**config.mk**
```make
export PLATFORM = sky130hd
export DESIGN_NAME = zero_cross_window_averager_unit
export DESIGN_NICKNAME = d
export VERILOG_FILES = /design/src/rtl/core/zcwa_pkg.sv /design/src/rtl/core/zcwa_divider.sv /design/src/rtl/core/zero_cross_window_averager_unit.sv
export SDC_FILE = /design/constraint.sdc
export NUM_CORES = 1
export LEC_CHECK = 0
export ABC_AREA = 1
export ABC_CLOCK_PERIOD_IN_PS = 12300
export BUFFER_PORTS_ARGS = -buffer_cell sky130_fd_sc_hd__buf_2
export CORE_MARGIN = 1.5
export CORE_UTILIZATION = 55
export DETAILED_ROUTE_END_ITERATION = 6
export MAX_ROUTING_LAYER = met4
export PLACE_DENSITY = 0.72
export SLEW_MARGIN = 20
export SYNTH_ARGS = -nofsm -noshare
export SYNTH_HDL_FRONTEND = slang
export SYNTH_SLANG_ARGS = --single-unit
```
**constraint.sdc**
```tcl
create_clock -name clk -period 12.3 [get_ports clk]
set_input_delay 1.23 -clock clk [delete_from_list [all_inputs] [get_ports clk]]
set_output_delay 1.23 -clock clk [all_outputs]
set_load 0.005 [all_outputs]
```
**src/rtl/core/zcwa_pkg.sv**
```systemverilog
// Shared types and constants for the zero-cross window averager.
package zcwa_pkg;

  typedef enum logic [1:0] {
    CFG_THREE_PHASE = 2'd0,
    CFG_VOUT_LIMIT  = 2'd1,
    CFG_OFFS_LIMIT  = 2'd2
  } cfg_index_t;

  typedef enum logic [1:0] {
    ST_IDLE,
    ST_DIVIDE,
    ST_OUTPUT
  } state_t;

  localparam logic [15:0] VOUT_LIMIT_RESET = 16'd8000;
  localparam logic [15:0] OFFS_LIMIT_RESET = 16'd4000;
  localparam int          DIV_STEPS        = 32;

  // Control from the sequencer to each serial divider.
  typedef struct packed {
    logic load;
    logic step;
  } div_ctrl_t;

endpackage

```
**src/rtl/core/zcwa_divider.sv**
```systemverilog
// Restoring serial divider, one quotient bit per cycle while step is high, 32-bit dividend.
module zcwa_divider
  import zcwa_pkg::*;
(
  input  logic        clk,
  input  div_ctrl_t   ctrl,
  input  logic [31:0] dividend,
  input  logic [15:0] divisor,
  output logic [15:0] quotient
);

  logic [31:0] quo;
  logic [16:0] rem;
  logic [15:0] dvs;
  logic [16:0] shifted;
  logic [16:0] diff;

  assign shifted = {rem[15:0], quo[31]};
  assign diff    = shifted - {1'b0, dvs};

  always_ff @(posedge clk) begin
    if (ctrl.load) begin
      quo <= dividend;
      rem <= '0;
      dvs <= divisor;
    end else if (ctrl.step) begin
      if (!diff[16]) begin
        rem <= diff;
        quo <= {quo[30:0], 1'b1};
      end else begin
        rem <= shifted;
        quo <= {quo[30:0], 1'b0};
      end
    end
  end

  // A zero divisor gives all ones naturally, matching the expected 0xFFFF.
  assign quotient = quo[15:0];

endmodule

```
**src/rtl/core/zero_cross_window_averager_unit.sv**
```systemverilog
// Zero-cross window averager: window sums, edge counting and serial averages.
// The result becomes valid after the 32 divider steps that follow request acceptance.
// A new request is taken only once the previous result has been taken; a held-off
// result delays the next request.
// The four averages share the divide time; each window has its own serial divider.
// Reset (rst, synchronous) clears all sums, counters, held averages and
// restores the register defaults; no clearing pass is needed.
module zero_cross_window_averager_unit
  import zcwa_pkg::*;
#(
  parameter int SAMPLE_BITS = 12,
  parameter int PHASE_COUNT = 3
) (
  input  logic        clk,
  input  logic        rst,
  input  logic        in_valid,
  output logic        in_ready,
  input  logic [11:0] vout_sample,
  input  logic [11:0] current_sample_a,
  input  logic [11:0] current_sample_b,
  input  logic [11:0] current_sample_c,
  input  logic        polarity_changed_a,
  input  logic        polarity_changed_b,
  input  logic        polarity_changed_c,
  input  logic        calibrating,
  output logic        out_valid,
  input  logic        out_ready,
  output logic [15:0] vout_average,
  output logic        vout_updated,
  output logic [15:0] offset_a,
  output logic [15:0] offset_b,
  output logic [15:0] offset_c,
  output logic [2:0]  offsets_updated,
  input  logic        cfg_valid,
  output logic        cfg_ready,
  input  logic [1:0]  cfg_index,
  input  logic [15:0] cfg_data
);

  localparam int CW = $clog2(DIV_STEPS + 1);
  localparam logic [11:0] SMASK = 12'((33'd1 << SAMPLE_BITS) - 33'd1);

  state_t state, state_next;
  logic [CW-1:0] step_cnt;

  logic        three_phase;
  logic [15:0] vout_limit, offs_limit;

  logic [31:0] vout_sum;
  logic [15:0] vout_count, any_edge_count;
  logic [15:0] ph_edge [3];
  logic [15:0] ph_count [3];
  logic [31:0] offs_sum [3];
  logic [2:0]  last_flag;
  logic [15:0] held_vout;
  logic [15:0] held_offs [3];
  logic        vout_close;
  logic [2:0]  offs_close;

  logic [31:0] div_dd [4];
  logic [15:0] div_ds [4];
  logic [15:0] div_q  [4];
  div_ctrl_t   dctl;

  logic [11:0] cur [3];
  logic [2:0]  flag;
  logic [11:0] vmask;
  logic [11:0] cmask [3];

  // Combinational window update of the accepted request.
  logic [31:0] vs_n;
  logic [15:0] vc_n, ae_n;
  logic [15:0] pe_n [3];
  logic [15:0] pc_n [3];
  logic [31:0] os_n [3];
  logic        v_cl;
  logic [2:0]  o_cl;
  logic [1:0]  edge_add;

  assign cur[0] = current_sample_a;
  assign cur[1] = current_sample_b;
  assign cur[2] = current_sample_c;
  assign flag   = {polarity_changed_c, polarity_changed_b, polarity_changed_a};
  assign vmask  = vout_sample & SMASK;

  always_comb begin
    vs_n     = vout_sum + 32'(vmask);
    vc_n     = vout_count + 16'd1;
    edge_add = '0;
    for (int i = 0; i < 3; i++) begin
      cmask[i] = cur[i] & SMASK;
      pe_n[i]  = ph_edge[i];
      pc_n[i]  = ph_count[i];
      os_n[i]  = offs_sum[i];
      o_cl[i]  = 1'b0;
      if (i < PHASE_COUNT) begin
        pc_n[i] = ph_count[i] + 16'd1;
        if ((i == 0 || three_phase) && flag[i] && !last_flag[i]) begin
          pe_n[i]  = ph_edge[i] + 16'd1;
          edge_add = edge_add + 2'd1;
        end
        if (calibrating) begin
          os_n[i] = offs_sum[i] + 32'(cmask[i]);
          o_cl[i] = (pe_n[i] > 16'd1 && pc_n[i] > 16'd1) || (pc_n[i] > offs_limit);
        end
      end
    end
    ae_n = any_edge_count + 16'(edge_add);
    v_cl = (ae_n != 16'd0 && vc_n > 16'd1) || (vc_n > vout_limit);
  end

  always_comb begin
    state_next = state;
    dctl       = '0;
    in_ready   = 1'b0;
    out_valid  = 1'b0;
    case (state)
      ST_IDLE: begin
        in_ready = 1'b1;
        if (in_valid) begin
          state_next = ST_DIVIDE;
          dctl.load  = 1'b1;
        end
      end
      ST_DIVIDE: begin
        dctl.step = 1'b1;
        if (step_cnt == CW'(DIV_STEPS - 1)) state_next = ST_OUTPUT;
      end
      ST_OUTPUT: begin
        out_valid = 1'b1;
        if (out_ready) state_next = ST_IDLE;
      end
      default: state_next = ST_IDLE;
    endcase
  end

  always_ff @(posedge clk) begin
    if (rst) begin
      state    <= ST_IDLE;
      step_cnt <= '0;
    end else begin
      state <= state_next;
      if (state == ST_DIVIDE) step_cnt <= step_cnt + CW'(1);
      else                    step_cnt <= '0;
    end
  end

  assign cfg_ready = 1'b1;

  always_ff @(posedge clk) begin
    if (rst) begin
      three_phase <= 1'b1;
      vout_limit  <= VOUT_LIMIT_RESET;
      offs_limit  <= OFFS_LIMIT_RESET;
    end else if (cfg_valid) begin
      case (cfg_index)
        CFG_THREE_PHASE: three_phase <= cfg_data[0];
        CFG_VOUT_LIMIT:  vout_limit  <= cfg_data;
        CFG_OFFS_LIMIT:  offs_limit  <= cfg_data;
        default: ;
      endcase
    end
  end

  always_ff @(posedge clk) begin
    if (rst) begin
      vout_sum       <= '0;
      vout_count     <= '0;
      any_edge_count <= '0;
      last_flag      <= '0;
      held_vout      <= '0;
      vout_close     <= 1'b0;
      offs_close     <= '0;
      for (int i = 0; i < 3; i++) begin
        ph_edge[i]   <= '0;
        ph_count[i]  <= '0;
        offs_sum[i]  <= '0;
        held_offs[i] <= '0;
      end
    end else if (dctl.load) begin
      last_flag  <= flag;
      vout_close <= v_cl;
      offs_close <= o_cl;
      if (v_cl) begin
        vout_sum <= '0; vout_count <= '0; any_edge_count <= '0;
      end else begin
        vout_sum <= vs_n; vout_count <= vc_n; any_edge_count <= ae_n;
      end
      for (int i = 0; i < 3; i++) begin
        if (o_cl[i]) begin
          ph_edge[i] <= '0; ph_count[i] <= '0; offs_sum[i] <= '0;
        end else begin
          ph_edge[i] <= pe_n[i]; ph_count[i] <= pc_n[i]; offs_sum[i] <= os_n[i];
        end
      end
    end else if (state == ST_OUTPUT && out_ready) begin
      if (vout_close) held_vout <= div_q[0];
      for (int i = 0; i < 3; i++)
        if (offs_close[i]) held_offs[i] <= div_q[i+1];
    end
  end

  // The dividers load straight from the window update of the accepted request.
  assign div_dd[0] = vs_n;
  assign div_ds[0] = vc_n - 16'd1;

  for (genvar g = 0; g < 3; g++) begin : g_div_in
    assign div_dd[g+1] = os_n[g];
    assign div_ds[g+1] = pc_n[g] - 16'd1;
  end

  for (genvar g = 0; g < 4; g++) begin : g_div
    zcwa_divider u_div (
      .clk      (clk),
      .ctrl     (dctl),
      .dividend (div_dd[g]),
      .divisor  (div_ds[g]),
      .quotient (div_q[g])
    );
  end

  // A window that closed shows its fresh quotient while the result waits.
  assign vout_average    = vout_close ? div_q[0] : held_vout;
  assign vout_updated    = vout_close;
  assign offset_a        = offs_close[0] ? div_q[1] : held_offs[0];
  assign offset_b        = offs_close[1] ? div_q[2] : held_offs[1];
  assign offset_c        = offs_close[2] ? div_q[3] : held_offs[2];
  assign offsets_updated = offs_close;

`ifndef ASSERT_OFF
  a_no_in_while_busy: assert property (@(posedge clk) disable iff (rst)
    state != ST_IDLE |-> !in_ready) else $error("request taken while busy");
  a_out_after_divide: assert property (@(posedge clk) disable iff (rst)
    $rose(out_valid) |-> $past(state) == ST_DIVIDE) else $error("result skipped divide");
  a_window_cleared: assert property (@(posedge clk) disable iff (rst)
    $past(dctl.load) && vout_close |-> vout_count == 16'd0)
    else $error("closed window not cleared");
`endif

endmodule
```
==> results of run 1 <==
placed cells by master (no fill, tap or decap), types with 143 or more instances in the layout:
master	count
nor2_1	485
nand2_1	1281
ha_1	193
nand3_1	181
inv_1	588
dfxtp_1	191
xor2_1	148
buf_2	143
o21ai_0	391
a21oi_1	203
edfxtp_1	432
metal layers:
| layer | track usage | vias up | share of wire |
|---|---|---|---|
| met3 | 0.03715 | 162 | 0.052 |
| met4 | 0.07586 | 0 | 0.027 |
| li1 | - | 16130 | - |
| met1 | 0.3422 | 14670 | 0.45 |
| met5 | - | - | 0 |
| met2 | 0.4434 | 772 | 0.47 |
path summary, 6_finish.rpt:
path / depth (start not counted) / slack [ns] / startpoint / to
worst max register to register: 19 / 7.13 / last_flag[0] / any_edge_count[2]
worst min register to register: 2 / 0.45 / held_vout[4] / held_vout[4]
worst max-delay path: 21 / 6.68 / polarity_changed_a / any_edge_count[2]
worst min-delay path: 2 / 0.45 / held_vout[4] / held_vout[4]
registers in the layout (all words and copies together), names as in the netlist, 16 cells and up:
name and count:
g_div.u_div.dvs 64, vout_sum 32, g_div.u_div.rem 64, vout_limit 16, ph_count 48, held_offs 48, any_edge_count 16, held_vout 16
vout_count 16, offs_limit 16, offs_sum 96, ph_edge 48, g_div.u_div.quo 128
where the power goes:
| group | switching, mW | internal, mW | leakage [nW] |
|---|---|---|---|
| Combinational | 1.12 | 0.582 | 11.2 |
| Sequential | 0.169 | 2.58 | 6.05 |
| Clock | 0.895 | 1.35 | 1.21 |
| Total | 2.19 | 4.51 | 18.4 |
stage by stage:
| stage | worst slack [ns] | util |
|---|---|---|
| 3_3_place_gp | 6.193 | 0.5766 |
| 4_1_cts | 6.690 | 0.6126 |
| 3_5_place_dp | 6.074 | 0.5766 |
| 5_1_grt | 6.171 | 0.6127 |
| 2_1_floorplan | 6.200 | - |
| 6_report | 6.677 | 0.6127 |
synthesized netlist by cell type, drive strengths merged (14+ instances only):
library cell,number
buf,45
o21ai,407
xnor2,67
o211ai,46
nand3b,24
dfxtp,192
nand2,1295
nor2,575
nand3,185
nor4,14
nand4,91
o21bai,31
clkbuf,93
ha,193
a21o,20
nor3,79
xor2,150
inv,600
edfxtp,432
a21oi,203
critical path: stages:
cell,delay [ns]
buf_2,0.10
inv_1,0.05
nor2_1,0.49
inv_1,0.23
ha_1,0.36
xnor2_1,0.30
ha_1,0.25
inv_1,0.06
fa_1,0.40
inv_1,0.07
nand3_1,0.09
nor2_1,0.30
nand2_1,0.11
xor2_1,0.17
nor2_1,0.13
nand2_1,0.07
nor2_1,0.08
nand4_1,0.14
nand2_2,0.56
nand2_2,0.57
o21ai_0,0.34
cells by family (layout without fill, tap and decap cells):
kind of cell | after synthesis | after routing | share of synthesized area
AND/OR/NAND/NOR | 2285 | 2285 | 0.2544
multiplexers | 3 | 3 | 0.0007874
XOR/XNOR | 217 | 217 | 0.05022
buffers and inverters | 739 | 897 | 0.07703
AO/OA/AOI/OAI | 755 | 755 | 0.1085
adder cells (fa/ha/maj) | 202 | 202 | 0.06804
flip-flops | 624 | 624 | 0.4409
other | 1 | 2 | 0.00009832
final cells by class:
type	instances	area share
diodes	1	0.00005955
clock buffers	102	0.04927
clock inverters	30	0.009527
inverters	601	0.05404
multi-input cells	3463	0.4383
flip-flops and latches	624	0.4002
well taps	931	0.02772
repair buffers	164	0.02087
==> run metrics, run 1 <==
status completed; CP arrival 6.13 ns; Initial Utilization 0.5561; Root Driver clkbuf_16; dpl cell area a little under 40,000 um^2; I/O pins about 150; Crit Path Max Fanout 33; EDFF count, synth between 400 and 500; dpl cells ~5,800; post-layout net count 5,202; power after layout 6.695 mW; drt drc 0; number of global-route vias before repair ~30,000; first-pass GRT wire length about 150 mm; DIE WIDTH roughly 270 um; #FFs+latches synth 624; ys flop type edfxtp_1; Hold Slack about 0.45 ns; P&R area growth vs syn 10.19%; Setup TNS Final 0 ns; die height 266.3 um; Max-cap violations 0; vias per inst 5.365; Congestion Overflow GR 0; critical path class in2reg; total CTS buffers just over 70; gpl congestion roughly 0.94; Clock Sink Count 624; Yosys cell types 52; CTS tree done; CTS clock-pin slew for the worst setup and hold paths roughly 0.060 ns; Worst setup EP type register; share of layout cells above drive strength 1 0.08347; FFs w/ async S/R, synth 0; largest net degree at the start of global routing about 110; Post-Syn Nets slightly above 5,000; H-tree depth 3; worst skew pair latency around 0.63 ns; Via Count 31,740; FF/Latch Area ~17,000 um^2; # port buffers 144; PD cells around 160 nW/um^2; Yosys Warn Count 0; Final setup viols 0; Post-CTS Resized 0; Final Cell Area 42,030 um^2; Rows between 90 and 100; die footprint 70,930 um^2; Routed Antenna Nets 0; max-slew violations 0; WL/cell between 15 and 20 um; min-delay worst type reg2reg; footprint of the multi-input gates 18,420 um^2; Initial DRT Pass Iterations 7; Final Hold Fails 0; post-DP HPWL 65.28 mm; Synth area leaders edfxtp_1, nand2_1, dfxtp_1; Post-Synthesis Cells 4,826; Post-CTS Setup Repair Bufs 0; Fmax achieved ~0.18 GHz; Clock Skews 0.03401 ns; Post-Layout Cell Count between 5,000 and 6,000; dominant cell type by area after synthesis edfxtp_1; Slew @ Worst Pin about 1.1 ns; clock buffer depth 3; Synth Cell Area 38,140 um^2; Tot GR Track Use 0.2675; Crit path required time 12.80 ns; Placeable Area between 60,000 and 70,000 um^2; initial antenna violation count 1; DR iter-0 viols between 2,000 and 2,500; Routed Wire Length between 90 and 100 mm; P_leak 18.44 nW; peak supply drop 0.1131 mV; post-synth top area share 0.3401; nature of the critical path startpoint input port; Slew HR 0.2847; Final Cycle Share 0.4572; RSZ-0062 raised after global routing no; Mean Syn Cell Area 7.903 um^2; # fillers just over 6,000; register area share after synthesis 0.4409; Final min period 5.623 ns; hold-fix buffers at CTS 0
No activity file was read; power rests on OpenSTA's default activity.
==> run 2: changes to the inputs <==
--- a/config.mk
+++ b/config.mk
@@ -6,7 +6,7 @@
 export NUM_CORES = 1
 export LEC_CHECK = 0
 export ABC_AREA = 1
-export ABC_CLOCK_PERIOD_IN_PS = 12300
+export ABC_CLOCK_PERIOD_IN_PS = 5600
 export BUFFER_PORTS_ARGS = -buffer_cell sky130_fd_sc_hd__buf_2
 export CORE_MARGIN = 1.5
 export CORE_UTILIZATION = 55
==> constraint.sdc (replaced) <==
create_clock -name clk -period 5.6 [get_ports clk]
set_input_delay 0.56 -clock clk [delete_from_list [all_inputs] [get_ports clk]]
set_output_delay 0.56 -clock clk [all_outputs]
set_load 0.005 [all_outputs]
==> run metrics, run 2 (synthesis results as in run 1) <==
Setup TNS Final 0 ns (unchanged); FF/Latch Area 16,820 um^2 (about the same); PD cells 346.7 nW/um^2 (+120%); Congestion Overflow GR 0 (unchanged); Post-CTS Setup Repair Bufs 0 (unchanged); vias per inst 5.371 (+0.12%); clock buffer depth 3 (unchanged); Fmax achieved roughly 0.22 GHz; Via Count 31,770 (+0.12%); Reg2Reg Depth 18 (-1); hold-fix buffers at CTS 0 (unchanged); CP startpoint last_flag[0]; final core utilization 0.6118 (-0.0009850); P_leak 18.40 nW (-0.22%); die footprint 70,930 um^2 (unchanged); Final min period 4.518 ns; die height 266.3 um (unchanged); critical path class reg2reg; Routed Antenna Nets 0 (unchanged); number of global-route vias before repair 30,000 (-0.91%); dpl cells 5,782 (-0.017%); Final Hold Fails 0 (unchanged); delay-heaviest family, CP simple AND/OR/NAND/NOR gates; Final setup viols 0 (unchanged); RSZ-0062 raised after global routing no; share of layout cells above drive strength 1 0.08265 (-0.0008192); Placeable Area 68,590 um^2 (unchanged); CP max stage delay 0.49 ns (-0.08 ns); Initial DRT Pass Iterations 5 (-2); total CTS buffers 72 (+1.4%); Clock Skews 0.02887 ns (-0.005136 ns); most frequent cells in the layout nand2_1, inv_1, nor2_1; footprint of the multi-input gates 18,420 um^2 (about the same); critical path, cell by cell nor2_1 -> inv_1 -> ha_1 -> xnor2_1 -> ha_1 -> inv_1 -> fa_1 -> inv_1 -> nand3_1 -> nor2_1 -> nand4_1 -> nor2_1 -> xor2_1 -> inv_1 -> nand4_1 -> nand2_2 -> nand2_2 -> o21ai_0; Slew @ Worst Pin 1.045 ns (-0.02793 ns); critical hold path startpoint cfg_data[10]; initial antenna violation count 0 (-1); Tot GR Track Use 0.2670 (-0.0004283); CTS tree done; Initial Utilization 0.5561 (unchanged); max-slew violations 0 (unchanged); min-delay worst type in2reg; DR iter-0 viols 2,381 (-2.7%); power after layout 14.55 mW (+120%); Clock Sink Count 624 (unchanged); RR Startpoint last_flag[0]; H-tree depth 3 (unchanged); Post-CTS Resized 0 (unchanged); largest net degree at the start of global routing 109 (-1.8%); CTS clock-pin slew for the worst setup and hold paths 0.06 ns (about the same); CP dominant cell by count inv_1; Max-cap violations 0 (unchanged); Routed Wire Length 91.99 mm (-0.28%); status completed; # port buffers 144 (unchanged); Post-Layout Cell Count 5,916 (unchanged); worst skew pair latency 0.63 ns (about the same); CP Depth 18 (-14%); I/O pins 146 (unchanged); number of diodes 0 (-1); post-DP HPWL 64.76 mm (-0.80%); Buffers & Inverters on Critical Path 4 (-1); first-pass GRT wire length 150.4 mm (+0.34%); Crit path required time 6.08 ns (-6.72 ns); Worst setup EP type register; Rows 96 (unchanged); nature of the critical path startpoint register; Top reg by flops g_div.u_div.quo; Root Driver clkbuf_16; gpl congestion 0.9281 (-1.4%); drt drc 0 (unchanged); WL/cell 15.55 um (-0.28%); Final Cycle Share 0.8068; commonest non-fill, non-tap cell in the layout nand2_1; # fillers 6,138 (-0.98%); Largest register FFs 128 (unchanged); post-layout net count 5,202 (unchanged); CP arrival 4.99 ns (-1.14 ns); Final Cell Area 41,960 um^2 (-0.16%); dpl cell area 39,560 um^2 (about the same); largest registers g_div.u_div.quo: 128 flops, offs_sum: 96 flops; DIE WIDTH 266.3 um (unchanged); P&R area growth vs syn 10.01%; CP max-delay cell nor2_1; Crit Path Max Fanout 33 (unchanged); worst hold stages 3 (+1); peak supply drop 0.2260 mV (+100%); Slew HR 0.3018 (+0.01703)
==> run 2: final timing paths <==
path / endpoint / slack [ns]
worst max-delay path: any_edge_count[2] / 1.08
worst min-delay path: offs_limit[10] / 0.18
worst min register to register: held_vout[5] / 0.45
worst max register to register: any_edge_count[2] / 1.08
==> run 2: final cells by class <==
class                           instances  share of cell area
Clock buffer                          108             0.05031
Clock inverter                         26            0.006680
Inverter                              601             0.05412
Multi-Input combinational cell       3463              0.4391
Sequential cell                       624              0.4008
Tap cell                              931             0.02776
Timing Repair Buffer                  163             0.02123
==> run 2: worst min-delay path, delay by kind of cell <==
kind / cells / cell delay, ns
AOI/OAI and AO/OA: 1 / 0.06
buffers and inverters: 1 / 0.09
and+or+nand+nor: 1 / 0.05
==> run 2: where the power goes <==
part	switching (mW)	leakage (nW)	internal [mW]
Combinational	2.48	11.2	1.28
Clock	1.96	1.17	2.81
Sequential	0.365	6.05	5.66
==> run 2: metrics by stage <==
stage	worst slack, ns	hold WS, ns
after detailed placement	0.6205	0.4427
after CTS	1.046	0.1551
after floorplan	0.1704	0.4244
after global placement	0.7861	0.4338
final	1.082	0.1824
after global routing	0.5845	0.1822
==> run 2: per-layer routing <==
layer	routed length, um	share of wire	GRT usage
met1	42820	0.47	0.3582
met2	42340	0.46	0.4306
met3	5323	0.058	0.03484
met4	1507	0.016	0.06311
met5	0	0	-
